### config.mk
export PLATFORM = sky130hd
export DESIGN_NAME = ackst_div_cell
export DESIGN_NICKNAME = d
export VERILOG_FILES = /design/src/rtl/ackermann_steer_to_curvature_core_macros.svh /design/src/rtl/ackst_div_cell.sv
export SDC_FILE = /design/constraint.sdc
export NUM_CORES = 1
export LEC_CHECK = 0
export ABC_CLOCK_PERIOD_IN_PS = 3900
export BUFFER_PORTS_ARGS = -buffer_cell sky130_fd_sc_hd__buf_4
export CAP_MARGIN = 20
export CORE_MARGIN = 2
export CORE_UTILIZATION = 40
export DETAILED_ROUTE_END_ITERATION = 16
export GPL_TIMING_DRIVEN = 0
export PLACE_DENSITY = 0.8
export REMOVE_ABC_BUFFERS = 1
export SYNTH_ARGS = -nofsm -noshare
export SYNTH_HDL_FRONTEND = slang
export SYNTH_SLANG_ARGS = --single-unit
### constraint.sdc
create_clock -name clk -period 3.9 [get_ports clk]
set_clock_uncertainty 0.15 [all_clocks]
set_input_delay 0.585 -clock clk [delete_from_list [all_inputs] [get_ports clk]]
set_output_delay 0.585 -clock clk [all_outputs]
set_load 0.005 [all_outputs]
### src/rtl/ackermann_steer_to_curvature_core_macros.svh
// Assertion macros for the steering-to-curvature core.
// Included by modules that check their own pipeline control; no dependencies.
`ifndef ACKERMANN_STEER_TO_CURVATURE_CORE_MACROS_SVH
`define ACKERMANN_STEER_TO_CURVATURE_CORE_MACROS_SVH
`ifndef ASSERT_OFF
`define ASSERT_CLK(label, clk, rst_n, prop, msg) \
	label: assert property (@(posedge clk) disable iff (!rst_n) prop) else $error(msg);
`define ASSERT_NEXT(label, clk, rst_n, a, b, msg) \
	label: assert property (@(posedge clk) disable iff (!rst_n) (a) |=> (b)) else $error(msg);
`else
`define ASSERT_CLK(label, clk, rst_n, prop, msg)
`define ASSERT_NEXT(label, clk, rst_n, a, b, msg)
`endif
`endif

### src/rtl/ackst_div_cell.sv
// One restoring-division cell: decides one quotient bit and passes the remainder on.
// No package dependency.
`timescale 1ns / 1ps
module ackst_div_cell #(
	parameter int unsigned NW = 8,
	parameter int unsigned DW = 8,
	parameter int unsigned QW = 8,
	parameter int unsigned SW = 8
) (
	input logic clk,
	input logic en,
	input logic [DW:0] rem_in,
	input logic [NW-1:0] num_in,
	input logic [DW-1:0] den_in,
	input logic [QW-1:0] quo_in,
	input logic [SW-1:0] side_in,
	output logic [DW:0] rem_s1,
	output logic [NW-1:0] num_s1,
	output logic [DW-1:0] den_s1,
	output logic [QW-1:0] quo_s1,
	output logic [SW-1:0] side_s1
);
	logic [DW+1:0] trial;
	logic [DW+1:0] sub;
	assign trial = {rem_in, num_in[NW-1]};
	assign sub = trial - {2'b00, den_in};
	always_ff @(posedge clk) begin
		if (en) begin
			if (!sub[DW+1]) begin
				rem_s1 <= sub[DW:0];
				quo_s1 <= {quo_in[QW-2:0], 1'b1};
			end else begin
				rem_s1 <= trial[DW:0];
				quo_s1 <= {quo_in[QW-2:0], 1'b0};
			end
			num_s1 <= {num_in[NW-2:0], 1'b0};
			den_s1 <= den_in;
			side_s1 <= side_in;
		end
	end
endmodule

==> results.yml <==
outcome:
  outcome: "complete, no violations"
drt:
  remaining_drc_errors: 0
  via_per_inst: 4.854
  first_iter_violations: 73
  wl_per_cell_um: 15.12
  wl_um: 3826
  dr.pass1.iters: 4
  vias: 1228
  final_antenna_net_count: 0
global_route:
  first_global_vias: 1184
  grtUsageTotal: 0.1524
  grt_max_degree: 41
  antenna_found_initial: 0
  grt_pass1_wl_um: 5830
  grt_remaining_overflow: 0
cells_and_area:
  syn_to_final_growth_pct: 42.86
  diodes: 0
  post-route-cell-area_um2: 2540
  fillers: 337
  fin_util: 0.5874
  final_nets: 252
  drive_above_1_share: 0.4975
clock_network:
  h-tree-depth: 2
  cts_hold_buf: 0
  post_cts_buffers: 0
  clk_path_buf_depth: 2
  cts_buffers: 5
  cts_tree: "yes"
  cts_root_buf: "clkbuf_8"
  post_cts_resized: 0
  clock-sinks: 40
  path_clk_slew_ns: 0.08
sta:
  tns_ns: 0
  finalHoldViolations: 0
  worstMarginPinSlew_ns: 0.6161
  max_clock_freq_ghz: 0.3831
  setup_viol: 0
  final.min_clock_period_ns: 2.610
  post-route-period-util: 0.6693
  max-slew-margin-rel: 0.5786
  maxSlewViolCount: 0
  rsz0062_at_grt: "false"
setup_path:
  crit_buf_inv: 2
  crit_cells: 9
  crit_family: "adder cells"
  cp_cell_sequence: "buf_4, inv_1, ha_1, fa_1, nand2b_1, a2111oi_0, nor2_1, or4b_1, nand3_1"
  slowest_stage: "a2111oi_0"
  worst_setup_path_end_kind: "flip-flop"
  critPathRequiredTime_ns: 3.78
  worstPathMaxFanout: 2
  slowest_delay_ns: 0.58
  crit_path_start_kind: "primary input"
  critical_path_class: "primary input to flip-flop"
  worstPathArrival_ns: 2.49
pwr:
  power_mw: 1.066
  p_sw_frac: 0.2205
  p_per_area_nw_per_um2: 419.6
  p_int_mw: 0.8308
  ir_worst_vdd_mv: 0.1659
  p_switching_mw: 0.2351
  p_comb_frac: 0.191
  p_clk_frac: 0.308
  leakage_nw: 1.127
  p_seq_frac: 0.501
yosys:
  synth-edff-count: 40
  async_flop_share: 0
  yosysWarnings: 0
  synthCells: 114
  ys.flop_type: "edfxtp_1"
  synth_area_leaders: "edfxtp_1 (68%), ha_1 (5.6%), mux2_4 (4.2%)"
  synth_seq_area_share: 0.6756
  synth_seq_cells: 40
  yosysTopAreaCellShare: 0.6756
  syn_avg_cell_area_um2: 15.60
  synthesis.area_um2: 1778
  synth_top_area_cell: "edfxtp_1"
  synth.distinct_cells: 35
floorplan:
  die_area_um2: 4994
  die_h_um: 70.67
  rows: 24
  io_pins: 84
  core_area_um2: 4324
  start_util: 0.4112
  die_w_um: 70.67
place:
  dp_hpwl_um: 2800
  numPortBuffers: 81
  placed_area_um2: 2432
  gp_congestion: 0.7896
min_path:
  min_path_cells: 1
  hp-class: "primary input to flip-flop"
run:
  cap_violations: 0
[metrics by stage]
| stage | setup WS (ns) | instances | hold WS, ns |
|---|---|---|---|
| 2_1_floorplan | 1.328 | 112 | 0.5339 |
| 3_3_place_gp | 1.017 | 245 | 0.6132 |
| 3_5_place_dp | 0.9546 | 245 | 0.6146 |
| 4_1_cts | 1.248 | 253 | 0.3142 |
| 5_1_grt | 1.092 | 253 | 0.3033 |
| 6_report | 1.290 | 253 | 0.3189 |
[cells by family (layout without fill, tap and decap cells)]
logic type,Yosys count,after routing,share of synthesized area
and+or+nand+nor,21,21,0.06334
DFF,40,40,0.6756
xor gates and xnor gates,5,5,0.02464
other,1,1,0.002109
adders and majority gates,9,9,0.06756
buffers and inverters,12,99,0.03167
AOI/OAI and AO/OA,19,19,0.08164
muxes,7,7,0.05348
[path summary, 6_finish.rpt]
| check | start | endpoint | slack (ns) |
|---|---|---|---|
| worst min-delay path | quo_in[0] | quo_s1[1]$_DFFE_PP_ | 0.32 |
| worst max-delay path | num_in[7] | rem_s1[8]$_DFFE_PP_ | 1.29 |
[power groups by stage]
stage	Clock, mW	Sequential [mW]	Combinational [mW]
2_1_floorplan	0	0.547	0.0833
3_3_place_gp	0	0.541	0.199
3_5_place_dp	0	0.543	0.205
4_1_cts	0.332	0.535	0.207
5_1_grt	0.348	0.537	0.222
6_report	0.328	0.534	0.204
[sequential cells by signal, summed over array words and instances, names as in the netlist]
name and flops:
num_s1 7, quo_s1 8, rem_s1 9, den_s1 8
side_s1 8
[layout make-up]
class / instances / area, um^2 / share of cell area
Sequential cell: 40 / 1201 / 0.4729
Timing Repair Buffer: 81 / 608.1 / 0.2394
Multi-Input combinational cell: 62 / 520.5 / 0.2049
Clock buffer: 6 / 72.57 / 0.02857
Tap cell: 52 / 65.06 / 0.02562
Inverter: 10 / 37.54 / 0.01478
Clock inverter: 2 / 35.03 / 0.01379
[cell usage in the layout (no fill, tap or decap), types with 3 or more instances in the layout]
| cell type | count |
|---|---|
| clkbuf_8 | 5 |
| xnor2_1 | 3 |
| ha_1 | 8 |
| buf_4 | 81 |
| nor2_1 | 7 |
| edfxtp_1 | 40 |
| nand2_1 | 4 |
| inv_1 | 9 |
| a21oi_1 | 6 |
| mux2_4 | 5 |
[Yosys cell counts (2+ instances only)]
library cell	count
edfxtp_1	40
nand3_1	2
inv_1	9
o21a_1	2
nor2_1	7
xor2_1	2
nor3_1	2
mux2i_1	2
nand2_1	4
xnor2_1	3
a21oi_1	6
ha_1	8
mux2_4	5
[layer usage]
metal  vias to the layer above  wire length (um)  GRT usage
met2                        62              1864     0.2589
met5                         -                 0          0
li1                        591                 -          -
met4                         0                66    0.06918
met3                         6               341    0.04274
met1                       569              1553     0.1810
Power figures use the tool's default switching activity.
