--- src/rtl/ackermann_steer_to_curvature_core_macros.svh ---
// Assertion macros for the steering-to-curvature core.
// Included by modules that check their own pipeline control; no dependencies.
`ifndef ACKERMANN_STEER_TO_CURVATURE_CORE_MACROS_SVH
`define ACKERMANN_STEER_TO_CURVATURE_CORE_MACROS_SVH
`ifndef ASSERT_OFF
`define ASSERT_CLK(label, clk, rst_n, prop, msg) \
	label: assert property (@(posedge clk) disable iff (!rst_n) prop) else $error(msg);
`define ASSERT_NEXT(label, clk, rst_n, a, b, msg) \
	label: assert property (@(posedge clk) disable iff (!rst_n) (a) |=> (b)) else $error(msg);
`else
`define ASSERT_CLK(label, clk, rst_n, prop, msg)
`define ASSERT_NEXT(label, clk, rst_n, a, b, msg)
`endif
`endif

--- src/rtl/ackst_pkg.sv ---
// Shared types and constants for the steering-to-curvature core.
// No dependencies.
`timescale 1ns / 1ps
package ackst_pkg;
	localparam int unsigned FRAC_BITS = 16;
	localparam int unsigned CORDIC_STAGES = 30;
	localparam int unsigned ZW = 33;
	localparam int unsigned XYW = 34;
	localparam logic [31:0] CORDIC_GAIN_Q30 = 32'd652032874;
	localparam logic [31:0] PI_HALF_Q30 = 32'd1686629713;

	typedef enum logic [1:0] {
		ST_OK = 2'd0,
		ST_STRAIGHT = 2'd1,
		ST_BAD_WB = 2'd2
	} status_t;

	function automatic logic [31:0] atan_q30(input logic [4:0] i);
		logic [31:0] r;
		begin
			case (i)
				5'd0: r = 32'd843314857;
				5'd1: r = 32'd497837829;
				5'd2: r = 32'd263043837;
				5'd3: r = 32'd133525159;
				5'd4: r = 32'd67021687;
				5'd5: r = 32'd33543516;
				5'd6: r = 32'd16775851;
				5'd7: r = 32'd8388437;
				5'd8: r = 32'd4194283;
				5'd9: r = 32'd2097149;
				default: r = 32'd1 << (5'd30 - i);
			endcase
			return r;
		end
	endfunction
endpackage

--- src/rtl/ackst_cordic_cell.sv ---
// One CORDIC rotation cell: rotates the vector by +/- atan(2^-I) and registers it.
// Depends on ackst_pkg.
`timescale 1ns / 1ps
module ackst_cordic_cell #(
	parameter int unsigned I = 0,
	parameter int unsigned SW = 8
) (
	input logic clk,
	input logic en,
	input logic signed [ackst_pkg::XYW-1:0] x_in,
	input logic signed [ackst_pkg::XYW-1:0] y_in,
	input logic signed [ackst_pkg::ZW-1:0] z_in,
	input logic [SW-1:0] side_in,
	output logic signed [ackst_pkg::XYW-1:0] x_s1,
	output logic signed [ackst_pkg::XYW-1:0] y_s1,
	output logic signed [ackst_pkg::ZW-1:0] z_s1,
	output logic [SW-1:0] side_s1
);
	logic signed [ackst_pkg::XYW-1:0] dx, dy;
	logic signed [ackst_pkg::ZW-1:0] at;
	assign dx = y_in >>> I;
	assign dy = x_in >>> I;
	assign at = $signed({1'b0, ackst_pkg::atan_q30(5'(I))});
	always_ff @(posedge clk) begin
		if (en) begin
			if (!z_in[ackst_pkg::ZW-1]) begin
				x_s1 <= x_in - dx;
				y_s1 <= y_in + dy;
				z_s1 <= z_in - at;
			end else begin
				x_s1 <= x_in + dx;
				y_s1 <= y_in - dy;
				z_s1 <= z_in + at;
			end
			side_s1 <= side_in;
		end
	end
endmodule

--- config.mk ---
export PLATFORM = sky130hd
export DESIGN_NAME = ackst_cordic_cell
export DESIGN_NICKNAME = d
export VERILOG_FILES = /design/src/rtl/ackermann_steer_to_curvature_core_macros.svh /design/src/rtl/ackst_pkg.sv /design/src/rtl/ackst_cordic_cell.sv
export SDC_FILE = /design/constraint.sdc
export NUM_CORES = 1
export LEC_CHECK = 0
export ABC_AREA = 1
export BUFFER_PORTS_ARGS = -buffer_cell sky130_fd_sc_hd__buf_2
export CORE_MARGIN = 3
export CORE_UTILIZATION = 49
export CTS_CLUSTER_DIAMETER = 50
export CTS_CLUSTER_SIZE = 8
export DETAILED_ROUTE_END_ITERATION = 16
export GPL_TIMING_DRIVEN = 0
export PLACE_DENSITY = 0.79
export SYNTH_ARGS = -nofsm -noshare
export SYNTH_HDL_FRONTEND = slang
export SYNTH_SLANG_ARGS = --single-unit
--- constraint.sdc ---
create_clock -name clk -period 3 [get_ports clk]
set_input_delay 0.45 -clock clk [delete_from_list [all_inputs] [get_ports clk]]
set_output_delay 0.45 -clock clk [all_outputs]
set_load 0.02 [all_outputs]
==> results.txt, run 1 <==
status: completed
Gate power share: 44.6%
Hold WC Path Type: in -> reg
Routed WL: 44.0 mm
CP delay by family, top: buffers and inverters
Slowest-stage cell, CP: ha_1
Synth cell types: 44
Yosys top cell by area: edfxtp_1
Post-synth top flop: edfxtp_1
vias in the first global route: 12600
Core Util, Final: 57.7%
WP buf/inv: 3
Die Y: 164 um
Critical Path AT: 2.96 ns
first-pass GRT wire length: 66.0 mm
Final min period: 2.83 ns
WP data required: 3.13 ns
I/O Buffers: 219
placed instance area: 0.0138 sq mm
routed len/inst: 18.4 um
final hold vios: 0
largest net degree at the start of global routing: 68
RSZ-0062 raised after global routing: no
Synthesis Warnings: 0
final slew viol count: 0
n_diodes: 0
VDD IR max: 0.312 mV
# rows: 57
ys async rst share: 0%
final period utilization: 94.4%
CP Capture Type: flop
pwr/cell area: 422 mW/mm^2
GRT overflow: 0
P_sw: 2.60 mW
CTS max path bufs: 2
design area: 0.0141 sq mm
actual slew at the worst max-slew pin: 0.901 ns
vias per cell: 5.61
NumNets Final: 2302
DP HPWL: 36.9 mm
Static Leak: 7.05 nW
IO Pins: 220
initial DRC count: 1261
share of cells above drive strength 1: 15.6%
CP dominant cell by count: nand2_1
CTS tree: yes
Seq/Total Area, Yosys: 26.4%
Hold EP: side_s1[1]
H-tree Lvls: 3
crit-path max FO: 26
Pwr Total: 5.96 mW
worst slack, placed: -1.35 ns
synthesized area: 0.0123 sq mm
Routability Congestion: 0.961
Final WS setup: 0.167 ns
final setup fails: 0
Commonest cells post-synth: nand2_1, inv_1, nor2_1, a21oi_1, nand3_1
worst setup path class: in -> reg
initial antenna violation count: 0
post-synth top area share: 26.4%
Vias: 13400
# Max-Cap Violations: 0
Synth Area per Inst: 6.72 sq um
fin cells: 2386
Rel. slew slack: 39.9%
Seq cells post-synth: 108
Post-synth EDFFs: 108
synth top area cells: edfxtp_1, nand2_1, ha_1
fmax: 353 MHz
Clk Tree Root Cell: clkbuf_16
Die W: 164 um
CP Launch Type: input pin
initial core utilization: 50.2%
Cells on Worst Hold Path: 1
hold_sp: side_in[1]
Detail Route Antenna Nets: 0
Flop pwr share: 33.5%
Syn Nets: 2072
clock sinks: 108
clock slew at reported path FFs: 0.09 ns
switch share: 43.6%
TritonCTS Buffers: 9
clock share of power: 21.9%
CP cell instances: buf_6 -> clkinvlp_4 -> buf_4 -> ha_1 -> nand2_1 -> o21ai_2 -> a21boi_0 -> o21ai_2 -> nand2_1 -> nand2_1 -> nand2_1 -> nand3_1 -> nand2_1
die area: 0.0270 sq mm
drt pass-1 iters: 6
Core Footprint: 0.0245 sq mm
Int Pwr: 3.37 mW
area delta synth->final: 15.0%
DRC: 0
post-synthesis instance total: 1827
gr usage total: 31.8%
most common cell in the netlist: nand2_1
max incr delay on CP: 0.42 ns
dpl cells: 2371
-- power by group through the flow --
stage | registers, mW | clock network, mW | logic [mW]
final | 2.00 | 1.31 | 2.66
after global routing | 2.02 | 1.37 | 2.91
after CTS | 2.00 | 1.31 | 2.61
after detailed placement | 2.03 | 0 | 2.60
after global placement | 2.03 | 0 | 2.57
after floorplan | 2.32 | 0 | 1.43
-- through the flow --
step / setup TNS [ns] / hold WS, ns
4_1_cts: 0 / 0.241
6_report: 0 / 0.252
5_1_grt: 0 / 0.246
2_1_floorplan: 0 / 0.549
3_3_place_gp: -24.49 / 0.627
3_5_place_dp: -29.19 / 0.628
-- routing by layer --
| metal | track usage (%) | up-vias | wire [um] |
|---|---|---|---|
| met4 | 10.8 | 0 | 1540 |
| met3 | 4.11 | 88 | 3940 |
| met2 | 52.9 | 642 | 20000 |
| li1 | - | 6506 | - |
| met5 | 0 | - | 0 |
| met1 | 42.7 | 6145 | 18500 |
-- final cells by class --
type	count	area, sq um
Clock inverter	7	78.8
Buffer	42	246
Clock buffer	9	225
Tap cell	324	405
Timing Repair Buffer	220	1130
Fill cell	2404	10300
Sequential cell	108	3240
Inverter	236	890
Multi-Input combinational cell	1440	7900
-- worst max path at each step --
stage | from | end | slack, ns | depth (start not counted)
after floorplan | z_in[32] | z_s1[21] | 0.27 | 11
after global placement | z_in[32] | z_s1[29] | -1.15 | 12
after detailed placement | z_in[32] | z_s1[29] | -1.35 | 12
after CTS | z_in[32] | z_s1[25] | 0.008 | 12
after global routing | z_in[32] | z_s1[19] | 0.06 | 11
final | z_in[32] | z_s1[30] | 0.17 | 13
-- kinds of logic (layout without fill, tap and decap cells) --
kind of cell,Yosys count,after routing,synth area share [%]
adders and majority gates,134,134,13.9
AOI/OAI and AO/OA,354,354,15.9
buffers and inverters,279,514,9.23
xor gates and xnor gates,47,47,3.35
and+or+nand+nor,905,905,31.2
DFF,108,108,26.4
-- registers in the layout (all words and copies together) (netlist names) --
signal,count
x_s1,34
y_s1,33
z_s1,33
side_s1,8
-- timing repair --
item | 4_1_cts | 5_1_grt
endpoints found under the setup margin | 28 | 13
buffers inserted | 0 | 0
resized for setup | 5 | 3
hold buffers | 0 | 0
-- layout by cell type (no fill, tap or decap), types with 18 or more instances in the layout --
master	synthesis	routed
nand2_1	482	482
buf_2	15	231
inv_1	226	226
nor2_1	180	180
a21oi_1	168	168
nand3_1	167	167
ha_1	130	130
edfxtp_1	108	108
o21ai_0	102	99
xor2_1	38	38
buf_4	16	18
nor3_1	18	18
No activity file was read; power rests on OpenSTA's default activity.
==> run 2, diff against run 1 <==
Settings changed: CTS_BUF_LIST set to sky130_fd_sc_hd__clkbuf_4 sky130_fd_sc_hd__clkbuf_8.
==> run 2 against run 1 <==
Net effect:
- first-iteration DRC count is 1.3% lower
- global-route usage decreased by 0.059 points
- wire length down 0.13%
- critical path depth did not move
- worst hold slack worse by 0.045 ns
- sequential power hardly changed
- critical endpoint unchanged
- maximum frequency up 1.0%
- largest cell class unchanged
- clock power decreased by 24%
- via count hardly changed
==> results.txt, run 2 (synthesized netlist as in run 1, its figures left out) <==
n_diodes: 0 (unchanged)
Gate power share: 47.0% (+2.4 points)
Hold EP: side_s1[1]
CTS tree: yes
initial core utilization: 50.2% (unchanged)
H-tree Lvls: 3 (unchanged)
CP dominant cell by count: nand2_1
Pwr Total: 5.65 mW (-5.2%)
# Max-Cap Violations: 0 (unchanged)
final hold vios: 0 (unchanged)
first-pass GRT wire length: 65.7 mm (-0.34%)
vias per cell: 5.61 (about the same)
WP buf/inv: 3 (unchanged)
Reg with most FFs: x_s1
Routed WL: 43.9 mm (-0.13%)
area delta synth->final: 14.2%
crit-path max FO: 26 (unchanged)
max incr delay on CP: 0.42 ns (about the same)
Clk Tree Root Cell: clkbuf_8
worst setup path class: in -> reg
CTS max path bufs: 2 (unchanged)
DRC: 0 (unchanged)
Hold WC Path Type: in -> reg
Routability Congestion: 0.961 (unchanged)
initial DRC count: 1244 (-1.3%)
most frequent cells in the layout: nand2_1, buf_2, inv_1
Final min period: 2.81 ns (-0.0281 ns)
CP cell instances: buf_6 -> clkinv_1 -> buf_4 -> ha_1 -> nand2_1 -> o21ai_2 -> a21boi_0 -> o21ai_2 -> nand2_1 -> nand2_1 -> nand2_1 -> nand3_1 -> nand2_1
Die W: 164 um (unchanged)
die area: 0.0270 sq mm (unchanged)
fmax: 356 MHz (+1.0%)
postcts setup bufs: 0 (unchanged)
Die Y: 164 um (unchanged)
status: completed
most common cell after layout, fill and taps aside: nand2_1
IO Pins: 220 (unchanged)
Core Util, Final: 57.3% (-0.43 points)
clock share of power: 17.7% (-4.2 points)
Detail Route Antenna Nets: 0 (unchanged)
pwr/cell area: 403 mW/mm^2 (-4.5%)
VDD IR max: 0.242 mV (-22%)
TritonCTS Buffers: 9 (unchanged)
Int Pwr: 3.10 mW (-7.9%)
Cells on Worst Hold Path: 1 (unchanged)
Static Leak: 7.01 nW (-0.63%)
clock slew at reported path FFs: 0.13 ns (+0.04 ns)
clock sinks: 108 (unchanged)
Flop pwr share: 35.3% (+1.8 points)
GRT overflow: 0 (unchanged)
vias in the first global route: 12600 (-0.016%)
actual slew at the worst max-slew pin: 0.930 ns (+0.0291 ns)
Vias: 13400 (+0.067%)
DP HPWL: 36.9 mm (unchanged)
Core Footprint: 0.0245 sq mm (unchanged)
routed len/inst: 18.4 um (-0.13%)
share of cells above drive strength 1: 15.5% (-0.048 points)
hold_sp: side_in[1]
switch share: 45.2% (+1.6 points)
RSZ-0062 raised after global routing: no
initial antenna violation count: 0 (unchanged)
# rows: 57 (unchanged)
final slew viol count: 0 (unchanged)
Slowest-stage cell, CP: ha_1
NumNets Final: 2302 (unchanged)
Fill cells: 2418 (+0.58%)
final period utilization: 93.5% (-0.94 points)
CP delay by family, top: buffers and inverters
gr usage total: 31.8% (-0.059 points)
WP data required: 3.18 ns (+0.05 ns)
CP Launch Type: input pin
Rel. slew slack: 38.0% (-1.9 points)
I/O Buffers: 219 (unchanged)
CP Capture Type: flop
number of flip-flops under the largest register name: 34 (unchanged)
biggest regs: x_s1 x34, y_s1 x33, z_s1 x33
drt pass-1 iters: 6 (unchanged)
Hold Buf Count CTS: 0 (unchanged)
final setup fails: 0 (unchanged)
largest net degree at the start of global routing: 68 (unchanged)
P_sw: 2.55 mW (-1.7%)
Critical Path AT: 2.99 ns (+0.03 ns)
run 2: changes by cell type in the layout (fill, tap and decap cells not counted):
cell	before	now
clkbuf_8	0	9
clkinvlp_4	3	2
clkbuf_16	9	0
clkinv_1	0	1
run 2: final cells by class:
cell class / count / area [sq um] / share of cell area [%]
clock inverter: 7 / 78.8 / 0.562
inverter: 236 / 886 / 6.32
timing repair buffer: 220 / 1130 / 8.08
sequential: 108 / 3240 / 23.1
multi-input combinational: 1440 / 7900 / 56.4
tap: 324 / 405 / 2.89
buffer: 42 / 246 / 1.76
clock buffer: 9 / 124 / 0.884
run 2: worst max path at each step:
stage / start / cells after the start / to
6_report: z_in[32] / 13 / z_s1[30]
5_1_grt: z_in[32] / 11 / z_s1[19]
4_1_cts: z_in[32] / 13 / z_s1[30]
3_5_place_dp: z_in[32] / 12 / z_s1[29]
3_3_place_gp: z_in[32] / 12 / z_s1[29]
2_1_floorplan: z_in[32] / 11 / z_s1[21]
run 2: what timing repair did:
item                                   in CTS  in global routing
setup endpoints to repair                  28                  6
gates resized for setup                     6                  1
endpoints found under the hold margin       0                  0
run 2: layer usage:
metal | track usage, % | part of all wire [%]
met1 | 42.6 | 42
met2 | 52.7 | 46
met3 | 4.16 | 9.0
met4 | 11.0 | 3.4
met5 | 0 | 0
run 2: stage by stage:
| step | cells | setup TNS (ns) | setup slack, ns | hold slack [ns] | area [sq um] |
|---|---|---|---|---|---|
| floorplan | 1827 | 0 | 0.268 | 0.549 | 12300 |
| global placement | 2370 | -24.49 | -1.15 | 0.627 | 13800 |
| detailed placement | 2371 | -29.19 | -1.35 | 0.628 | 13800 |
| CTS | 2386 | 0 | 0.115 | 0.192 | 14000 |
| global route | 2386 | 0 | 0.0726 | 0.189 | 14000 |
| finish | 2386 | 0 | 0.195 | 0.207 | 14000 |
run 2: power by group through the flow:
stage / registers [mW] / logic, mW / clock network (mW)
final: 2.00 / 2.66 / 1.00
after global routing: 2.02 / 2.91 / 1.07
after CTS: 2.00 / 2.61 / 1.01
after detailed placement: 2.03 / 2.60 / 0
after global placement: 2.03 / 2.57 / 0
after floorplan: 2.32 / 1.43 / 0
